===== src/rtl/gww_pkg.sv =====
package gww_pkg;

  // Text bytes with special meaning
  localparam logic [7:0] CH_NUL     = 8'd0;
  localparam logic [7:0] CH_NEWLINE = 8'd10;
  localparam logic [7:0] CH_SPACE   = 8'd32;

  // Field widths
  localparam int IDX_W = 12;
  localparam int PIX_W = 16;

  // Configuration register indexes
  typedef enum logic [1:0] {
    REG_CHAR_ADVANCE = 2'd0,
    REG_WRAP_WIDTH   = 2'd1,
    REG_LINE_HEIGHT  = 2'd2,
    REG_ORIGIN_Y     = 2'd3
  } reg_index_t;

  // Register values after reset
  localparam logic [7:0]       RST_CHAR_ADVANCE = 8'd6;
  localparam logic [PIX_W-1:0] RST_WRAP_WIDTH   = 16'd128;
  localparam logic [7:0]       RST_LINE_HEIGHT  = 8'd9;
  localparam logic [PIX_W-1:0] RST_ORIGIN_Y     = 16'd0;

  localparam logic [PIX_W-1:0] PIX_MAX = '1;

endpackage


===== src/rtl/greedy_word_wrap_unit.sv =====
// Channel  | valid      | stall      | payload
// ---------+------------+------------+---------------------------------------------
// text in  | ch_valid   | ch_stall   | ch
// spans    | span_valid | span_stall | span_start, span_length, span_y, span_empty,
//          |            |            | last, measured_height
// config   | wr_en      | (none)     | wr_index, wr_data
//
// One character per cycle sustained while spans are not stalled; a span is offered
// from the span register once its character has passed the input register.
// The text state is updated in one pass from the input register to the span register.
// Synchronous reset restores the register defaults and clears the text state.
// A stalled span holds the span register and stalls the input register behind it.
module greedy_word_wrap_unit #(
  parameter int MAX_TEXT = 4096
) (
  input  logic                           clk,
  input  logic                           rst,
  // text input
  input  logic                           ch_valid,
  output logic                           ch_stall,
  input  logic [7:0]                     ch,
  // span output
  output logic                           span_valid,
  input  logic                           span_stall,
  output logic [gww_pkg::IDX_W-1:0]      span_start,
  output logic [gww_pkg::IDX_W-1:0]      span_length,
  output logic [gww_pkg::PIX_W-1:0]      span_y,
  output logic                           span_empty,
  output logic                           last,
  output logic [gww_pkg::PIX_W-1:0]      measured_height,
  // configuration
  input  logic                           wr_en,
  input  logic [1:0]                     wr_index,
  input  logic [gww_pkg::PIX_W-1:0]      wr_data
);
  import gww_pkg::*;

  localparam int IDX_LIMIT = (MAX_TEXT - 1 < 4095) ? MAX_TEXT - 1 : 4095;

  function automatic logic [IDX_W-1:0] sat_idx(input logic [IDX_W:0] v);
    logic [IDX_W-1:0] r;
    begin
      r = (v > (IDX_W+1)'(IDX_LIMIT)) ? IDX_W'(IDX_LIMIT) : v[IDX_W-1:0];
      return r;
    end
  endfunction

  function automatic logic [PIX_W-1:0] sat_pix(input logic [PIX_W:0] v);
    logic [PIX_W-1:0] r;
    begin
      r = v[PIX_W] ? PIX_MAX : v[PIX_W-1:0];
      return r;
    end
  endfunction

  // Configuration registers
  logic [7:0]       char_advance;
  logic [PIX_W-1:0] wrap_width;
  logic [7:0]       line_height;
  logic [PIX_W-1:0] origin_y;

  always_ff @(posedge clk) begin
    if (rst) begin
      char_advance <= RST_CHAR_ADVANCE;
      wrap_width   <= RST_WRAP_WIDTH;
      line_height  <= RST_LINE_HEIGHT;
      origin_y     <= RST_ORIGIN_Y;
    end else if (wr_en) begin
      unique case (reg_index_t'(wr_index))
        REG_CHAR_ADVANCE: char_advance <= wr_data[7:0];
        REG_WRAP_WIDTH:   wrap_width   <= wr_data;
        REG_LINE_HEIGHT:  line_height  <= wr_data[7:0];
        REG_ORIGIN_Y:     origin_y     <= wr_data;
        default:          ;
      endcase
    end
  end

  // Input register
  logic       in_valid;
  logic [7:0] in_ch;
  logic       advance;
  logic       process;

  assign advance  = !span_valid || !span_stall;
  assign process  = in_valid && advance;
  assign ch_stall = in_valid && !advance;

  always_ff @(posedge clk) begin
    if (rst) begin
      in_valid <= 1'b0;
    end else if (!ch_stall) begin
      in_valid <= ch_valid;
    end
  end

  always_ff @(posedge clk) begin
    if (!ch_stall) begin
      in_ch <= ch;
    end
  end

  // Text state
  logic [IDX_W-1:0] char_index, line_start, last_space;
  logic             space_seen;
  logic [PIX_W-1:0] line_width, row_offset, counted_height;

  logic [IDX_W-1:0] char_index_next, line_start_next, last_space_next;
  logic             space_seen_next;
  logic [PIX_W-1:0] line_width_next, row_offset_next, counted_height_next;

  // Step logic
  logic             term, flush, is_space, wrap, emit;
  logic [PIX_W-1:0] width_acc;
  logic [IDX_W-1:0] space_pos, brk, len, new_start, idx_inc;
  logic             seen_acc;
  logic [IDX_W:0]   recount_n;
  logic [IDX_W+8:0] recount_w;
  logic [PIX_W-1:0] recount_sat, row_sum, height_sum, y_sum;

  always_comb begin
    term     = (in_ch == CH_NUL);
    flush    = term || (in_ch == CH_NEWLINE);
    is_space = (in_ch == CH_SPACE);
    idx_inc  = sat_idx({1'b0, char_index} + (IDX_W+1)'(1));

    // running width and break point with this character included
    width_acc = flush ? line_width
                      : sat_pix({1'b0, line_width} + (PIX_W+1)'(char_advance));
    space_pos = (is_space && !flush) ? char_index : last_space;
    seen_acc  = (is_space && !flush) || space_seen;

    wrap = !flush && (width_acc > wrap_width);
    emit = flush || wrap;

    brk = (!flush && seen_acc) ? space_pos : char_index;
    len = (brk >= line_start) ? brk - line_start : '0;

    y_sum      = sat_pix({1'b0, origin_y} + {1'b0, row_offset});
    row_sum    = sat_pix({1'b0, row_offset} + (PIX_W+1)'(line_height));
    height_sum = sat_pix({1'b0, counted_height} + (PIX_W+1)'(line_height));

    // recount width of the wrapped remainder
    new_start = seen_acc ? sat_idx({1'b0, space_pos} + (IDX_W+1)'(1)) : char_index;
    recount_n = {1'b0, char_index} - {1'b0, new_start} + (IDX_W+1)'(1);
    recount_w = recount_n * char_advance;
    if (char_index < new_start) begin
      recount_sat = '0;
    end else if (recount_w > (IDX_W+9)'(PIX_MAX)) begin
      recount_sat = PIX_MAX;
    end else begin
      recount_sat = recount_w[PIX_W-1:0];
    end

    // defaults: no result
    char_index_next     = idx_inc;
    line_start_next     = line_start;
    last_space_next     = space_pos;
    space_seen_next     = seen_acc;
    line_width_next     = width_acc;
    row_offset_next     = row_offset;
    counted_height_next = counted_height;

    if (emit) begin
      row_offset_next = row_sum;
      if (len != '0 || flush) begin
        counted_height_next = height_sum;
      end
      space_seen_next = 1'b0;
      if (flush) begin
        line_start_next = idx_inc;
        line_width_next = '0;
      end else begin
        line_start_next = new_start;
        line_width_next = recount_sat;
      end
      if (term) begin
        char_index_next     = '0;
        line_start_next     = '0;
        last_space_next     = '0;
        line_width_next     = '0;
        row_offset_next     = '0;
        counted_height_next = '0;
      end
    end
  end

  always_ff @(posedge clk) begin
    if (rst) begin
      char_index     <= '0;
      line_start     <= '0;
      last_space     <= '0;
      space_seen     <= 1'b0;
      line_width     <= '0;
      row_offset     <= '0;
      counted_height <= '0;
    end else if (process) begin
      char_index     <= char_index_next;
      line_start     <= line_start_next;
      last_space     <= last_space_next;
      space_seen     <= space_seen_next;
      line_width     <= line_width_next;
      row_offset     <= row_offset_next;
      counted_height <= counted_height_next;
    end
  end

  // Span register
  always_ff @(posedge clk) begin
    if (rst) begin
      span_valid <= 1'b0;
    end else if (advance) begin
      span_valid <= process && emit;
    end
  end

  // the terminator always counts its own line, so its height is height_sum
  always_ff @(posedge clk) begin
    if (process && emit) begin
      span_start      <= line_start;
      span_length     <= len;
      span_y          <= y_sum;
      span_empty      <= (len == '0);
      last            <= term;
      measured_height <= term ? height_sum : '0;
    end
  end

`ifndef SYNTHESIS
  a_height_only_last: assert property (@(posedge clk) disable iff (rst)
    span_valid && !last |-> measured_height == '0)
    else $error("measured height set on a span that is not last");

  a_empty_len: assert property (@(posedge clk) disable iff (rst)
    span_valid |-> span_empty == (span_length == '0))
    else $error("empty flag disagrees with span length");

  a_term_clears: assert property (@(posedge clk) disable iff (rst)
    process && term |=> char_index == '0 && row_offset == '0 && counted_height == '0)
    else $error("text state not cleared after terminator");

  a_index_limit: assert property (@(posedge clk) disable iff (rst)
    char_index <= IDX_W'(IDX_LIMIT) && line_start <= IDX_W'(IDX_LIMIT))
    else $error("index beyond saturation limit");
`endif

endmodule

===== config.mk =====
export PLATFORM = sky130hd
export DESIGN_NAME = greedy_word_wrap_unit
export DESIGN_NICKNAME = d
export VERILOG_FILES = /design/src/rtl/gww_pkg.sv /design/src/rtl/greedy_word_wrap_unit.sv
export SDC_FILE = /design/constraint.sdc
export NUM_CORES = 1
export LEC_CHECK = 0
export BUFFER_PORTS_ARGS = -buffer_cell sky130_fd_sc_hd__buf_2
export CAP_MARGIN = 30
export CORE_ASPECT_RATIO = 1.75
export CORE_MARGIN = 10
export CORE_UTILIZATION = 30
export DETAILED_ROUTE_END_ITERATION = 7
export HOLD_SLACK_MARGIN = 0.08
export PLACE_DENSITY = 0.56
export SLEW_MARGIN = 30
export SYNTH_ARGS = -nofsm -noshare
export SYNTH_HDL_FRONTEND = slang
export SYNTH_SLANG_ARGS = --single-unit
export TNS_END_PERCENT = 20

===== constraint.sdc =====
create_clock -name clk -period 23.6 [get_ports clk]
set_input_delay 0 -clock clk [delete_from_list [all_inputs] [get_ports clk]]
set_output_delay 0 -clock clk [all_outputs]
set_load 0.01 [all_outputs]

After elaboration in Yosys (flattened, before gate mapping)
Cells that the tools add are included.

operators by class
  multiplexer cells = 25
  multipliers = 1
  order comparisons = 6
  reduce and logical (&&, ||, !) cells = 26
  equality and inequality tests = 5
  add/sub/neg operators = 9

operator list
  kind                     count
  $mux W16                 12
  $mux W12                 12
  $add A16 B8 Y17          3
  $add A12 B1 Y13 const B  2
  $gt A13 B12 Y1 const B   2
  $gt A21 B16 Y1 const B   1
  $mul A13 B8 Y21          1
  $add A16 B16 Y17         1
  $gt A16 B16 Y1           1
  $add A13 B1 Y13 const B  1
  $sub A12 B12 Y13         1
  $ge A12 B12 Y1           1
  $logic_not A12 Y1        1
  $lt A12 B12 Y1           1
  $reduce_bool A12 Y1      1
  $sub A12 B12 Y12         1
  $reduce_and A2 Y1        5
  $eq A8 B4 Y1 const B     1
  $eq A8 B6 Y1 const B     1
  $logic_not A8 Y1         1
  $logic_and A1 B1 Y1      6
  $logic_or A1 B1 Y1       5
  $eq A2 B2 Y1 const B     2
  $logic_not A1 Y1         4
  other kinds (5)          5

storage, ports and cells
  register bits = 201
  bits of input ports = 31
  output and inout bits = 60
  logic and storage cells = 92

Longest topological paths before layout
  depth after elaboration = 18
  gate-level depth with buffers = 47
  depth with buffers taken out = 43

Worst setup path before layout
Ideal clock, no wire load.

  path type = register -> register
  start point = register in_ch[1]
  end point = register line_width[13]
  path slack = 13,526 ps
  buffers on the path = 4
  required time = 23,470 ps
  arrival = 9,943 ps
  stages on the path, launching flop included = 44
  clock period less this slack = 10,074 ps
  setup time = 130 ps
  path through = edfxtp_1 > nor4_2 > and3_1 > buf_6 > buf_2 > mux2i_1 > inv_1 > ha_1 > buf_2 > nand3_1 > o31a_1 > nor3_1 > a211o_1 > or4b_1 > a2111oi_2 > or2_2 > o32a_1 > o21ai_1 > [8 not listed] > mux2i_1 > nand2_1 > and2_1 > fa_1 > fa_1 > fa_1 > ha_1 > ha_1 > a21o_1 > a21o_1 > a21oi_1 > a21boi_0 > xor2_1 > a2111oi_0 > o21ai_0 > clkbuf_1 > o211ai_1 > o31ai_1

between the ends
  longest elaborated chain between the ends = 18
  elaborated cells between the ends (all ways) = 26
  those cells by class = 3 x add/sub; 1 x mul; 4 x order compare; 2 x eq/ne; 9 x mux; 7 x reduce/logical

ends and longest elaborated chain
  what                                              RTL line                                                                                  text
  from (decl)                                       greedy_word_wrap_unit.sv:81                                                               logic [7:0] in_ch;
  from (signal assigned)                            greedy_word_wrap_unit.sv:99                                                               in_ch <= ch;
  $eq A8 B4 Y1 or $logic_not A8 Y1 (tied branches)  greedy_word_wrap_unit.sv:123, greedy_word_wrap_unit.sv:122
  $logic_or A1 B1 Y1                                greedy_word_wrap_unit.sv:123                                                              flush = term || (in_ch == CH_NEWLINE);
  $logic_not A1 Y1                                  greedy_word_wrap_unit.sv:130, greedy_word_wrap_unit.sv:131, greedy_word_wrap_unit.sv:133
  $logic_and A1 B1 Y1                               greedy_word_wrap_unit.sv:130, greedy_word_wrap_unit.sv:131
  $mux W12                                          greedy_word_wrap_unit.sv:130                                                              space_pos = (is_space && !flush) ? char_index : last_space;
  $add A12 B1 Y13                                   greedy_word_wrap_unit.sv:144                                                              new_start = seen_acc ? sat_idx({1'b0, space_pos} + (IDX_W+1)'(1)) : char_index;
  $gt A13 B12 Y1                                    greedy_word_wrap_unit.sv:43                                                               r = (v > (IDX_W+1)'(IDX_LIMIT)) ? IDX_W'(IDX_LIMIT) : v[IDX_W-1:0];
  $mux W12                                          greedy_word_wrap_unit.sv:43
  [2 not listed]                                    -
  $add A13 B1 Y13                                   greedy_word_wrap_unit.sv:145                                                              recount_n = {1'b0, char_index} - {1'b0, new_start} + (IDX_W+1)'(1);
  $mul A13 B8 Y21                                   greedy_word_wrap_unit.sv:146                                                              recount_w = recount_n * char_advance;
  $gt A21 B16 Y1                                    greedy_word_wrap_unit.sv:149                                                              end else if (recount_w > (IDX_W+9)'(PIX_MAX)) begin
  $mux W16                                          greedy_word_wrap_unit.sv:149
  $mux W16                                          greedy_word_wrap_unit.sv:147                                                              if (char_index < new_start) begin
  $mux W16                                          greedy_word_wrap_unit.sv:170                                                              if (flush) begin
  $mux W16                                          greedy_word_wrap_unit.sv:177                                                              if (term) begin
  $mux W16 (*)                                      greedy_word_wrap_unit.sv:164                                                              if (emit) begin
  to (signal assigned)                              greedy_word_wrap_unit.sv:202                                                              line_width <= line_width_next;
  to (decl)                                         greedy_word_wrap_unit.sv:106                                                              logic [PIX_W-1:0] line_width, row_offset, counted_height;

Every way passes the cells marked *; elsewhere a longest branch is shown, timed or not.
A chain may end at the register's enable or synchronous reset.

Worst setup path after layout
  start point = register in_ch[4]
  end point = register line_width[11]

The elaborated chain is that of the path after synthesis.

==> flow_summary.ini <==
[run_status]
status = finished, final reports clean

[synth]
synth-edff-count = 66
async_flop_share_pct = 0
syn_inst = 1938
syn_area_sq_um = 16200
syn_nets = 2184
yosysWarnings = 0
synth_flop_cell = dfxtp_1
ys_seq_elements = 201
avgSynthCellArea_sq_um = 8.35
synth_cell_types = 78
synth-seq-area-share_pct = 29.0

[clock_tree]
clkLatencyLatePin_ps = 530
numCtsBuffers = 19
post_cts_buffers = 0
cts_root_buf = clkbuf_16
cts_sinks = 201
htreeDepth = 1
clockBufferDepth = 3
cts_tree = built
cts.reportedPaths.clkPinSlew_ps = 70

[detailed_routing]
first_pass_iters = 5
drc = 0
viasPerCell = 5.26
antenna_left = 0
wl_per_cell_microns = 18.5
vias = 14200
drt_wl_total_microns = 50200
drt-initial-drc-count = 684

[global_route]
grt.total_usage_pct = 15.2
grt_pass1_wl_microns = 79000
antenna_found_initial = 0
grt_max_degree = 79
grt_overflow = 0
grt_pass1_vias = 14600

[sta]
setup_viol = 0
skew_ps = 18.6
hold_violations = 0
drv_slew = 0
post-route-min-period_ps = 11930
finalCritPeriodShare_pct = 50.5
max_slew_margin_pct = 31.9
fin_ws_ps = 11670
max_freq_mhz = 83.9
fin_setup_tns_ps = 0
hold_ws_ps = 198
rsz0062_at_grt = no
tightest_slew_ps = 1020

[cells_and_area]
num_antenna_cells = 0
nNetsFinal = 2258
drive_above_1_share_pct = 8.59
final_area_sq_um = 18200
area_delta_synth_final_pct = 12.6
final_core_util_pct = 34.1
fillers = 5562
fin_cells = 2709

[placed_design]
finalWeightedCongestion = 0.946
place_hpwl_microns = 39200
place_inst = 2645
place_area_sq_um = 17300
port_buffers = 90
pre_cts_ws_ps = 11810

[power]
p_total_mw = 0.866
vdd_ir_drop_max_mv = 0.0399
power_density_nw_per_um2 = 47.5
p_leak_nw = 7.62

[floorplanning]
num_rows = 112
die_w_microns = 196
dieArea_sq_um = 64000
io_pins = 91
initial_utilization_pct = 30.3
core_sq_um = 53400
die_h_microns = 327

[critical_path]
crit_path_max_incr_delay_ps = 770
start_kind = flip-flop
worstSetupPathType = flip-flop to flip-flop
crit_arrival_ps = 12330
path_max_fanout = 16
end_kind = flip-flop
critical_path_required_ps = 24000
critical-path-slowest-cell = and3_1

[flow_run]
drv_cap = 0

[hold_path]
hp-class = input pin to flip-flop
worst max-delay path, delay by kind of cell, from the launching register on:
kind,cells,cell delay [ps]
xor+xnor,1,100
flops,1,360
compound gates,17,3690
buf+inv,2,350
mux,2,610
fa+ha+maj,8,3230
simple gates,10,3460
cell usage in the layout, fill, tap and decap left out, types with 66 or more instances in the layout:
| cell type | synthesis | layout |
|---|---|---|
| o21ai_0 | 96 | 96 |
| buf_2 | 4 | 89 |
| fa_1 | 77 | 77 |
| ha_1 | 138 | 138 |
| nor2_1 | 172 | 172 |
| dfxtp_1 | 135 | 135 |
| inv_1 | 159 | 158 |
| a21oi_1 | 170 | 169 |
| edfxtp_1 | 66 | 66 |
| nand2_1 | 220 | 220 |
power breakdown:
part           leakage (nW)  total [mW]  internal, mW  switching, mW
Clock                 0.287       0.312         0.166          0.146
Sequential             1.70       0.383         0.374        0.00964
Combinational          5.63       0.170        0.0622          0.108
what timing repair did:
item | in CTS | in global routing
resized for setup | 0 | 0
hold buffers | 30 | 0
endpoints found under the setup margin | 0 | 0
hold endpoints to repair | 91 | 0
Yosys cell counts, drive strengths merged (31+ instances only):
cell type	number	area share, %
a21oi	170	5.3
and2	62	2.4
clkbuf	75	1.7
dfxtp	135	17
edfxtp	66	12
fa	77	9.5
ha	138	11
inv	161	3.7
nand2	220	5.1
nand3	48	1.5
nor2	172	4.0
nor2b	31	1.2
nor3	38	1.2
o21ai	101	3.1
xnor2	53	2.9
routing by layer:
metal | vias to the layer above | share of wire [%] | GRT usage [%] | routed length [microns]
met2 | 372 | 56 | 30.2 | 28000
met5 | - | 0 | 0 | 0
li1 | 6886 | - | - | -
met4 | 0 | 6.1 | 9.09 | 3050
met3 | 150 | 3.3 | 1.45 | 1670
met1 | 6831 | 35 | 14.6 | 17500
cells by family (layout without fill, tap and decap cells):
kind of cell | Yosys count | after routing | synth area share, %
buffers and inverters | 247 | 334 | 5.83
XOR/XNOR | 81 | 81 | 4.39
flip-flops | 201 | 201 | 29.0
multiplexers | 36 | 36 | 2.39
AO/OA/AOI/OAI | 469 | 469 | 17.8
adder cells (fa/ha/maj) | 215 | 215 | 20.2
AND/OR/NAND/NOR | 689 | 689 | 20.4
sequential cells by signal (all words and copies together) (netlist names):
| signal | count |
|---|---|
| char_index | 12 |
| span_y | 16 |
| line_start | 12 |
| measured_height | 16 |
| char_advance | 8 |
| span_start | 12 |
| last_space | 12 |
| wrap_width | 16 |
| last | 1 |
| line_height | 8 |
| span_valid | 1 |
| span_empty | 1 |
| line_width | 16 |
| row_offset | 16 |
| in_valid | 1 |
| span_length | 12 |
| origin_y | 16 |
| in_ch | 8 |
| space_seen | 1 |
| counted_height | 16 |
area by class of cell:
class	count	area (sq um)	area share [%]
clock inverter	11	108	0.591
timing repair buffer	138	888	4.88
sequential	201	4680	25.7
clock buffer	23	500	2.75
inverter	162	608	3.34
multi-input combinational	1490	10600	58.0
tap	684	856	4.70
final timing paths:
| kind | from | endpoint | slack (ps) | cells past startpoint |
|---|---|---|---|---|
| max reg2reg | in_ch[4] | line_width[11] | 11670 | 40 |
| min reg2reg | wrap_width[10] | wrap_width[10] | 460 | 2 |
| min | ch[5] | in_ch[5] | 200 | 2 |
| max | in_ch[4] | line_width[11] | 11670 | 40 |
Power figures use the tool's default switching activity.
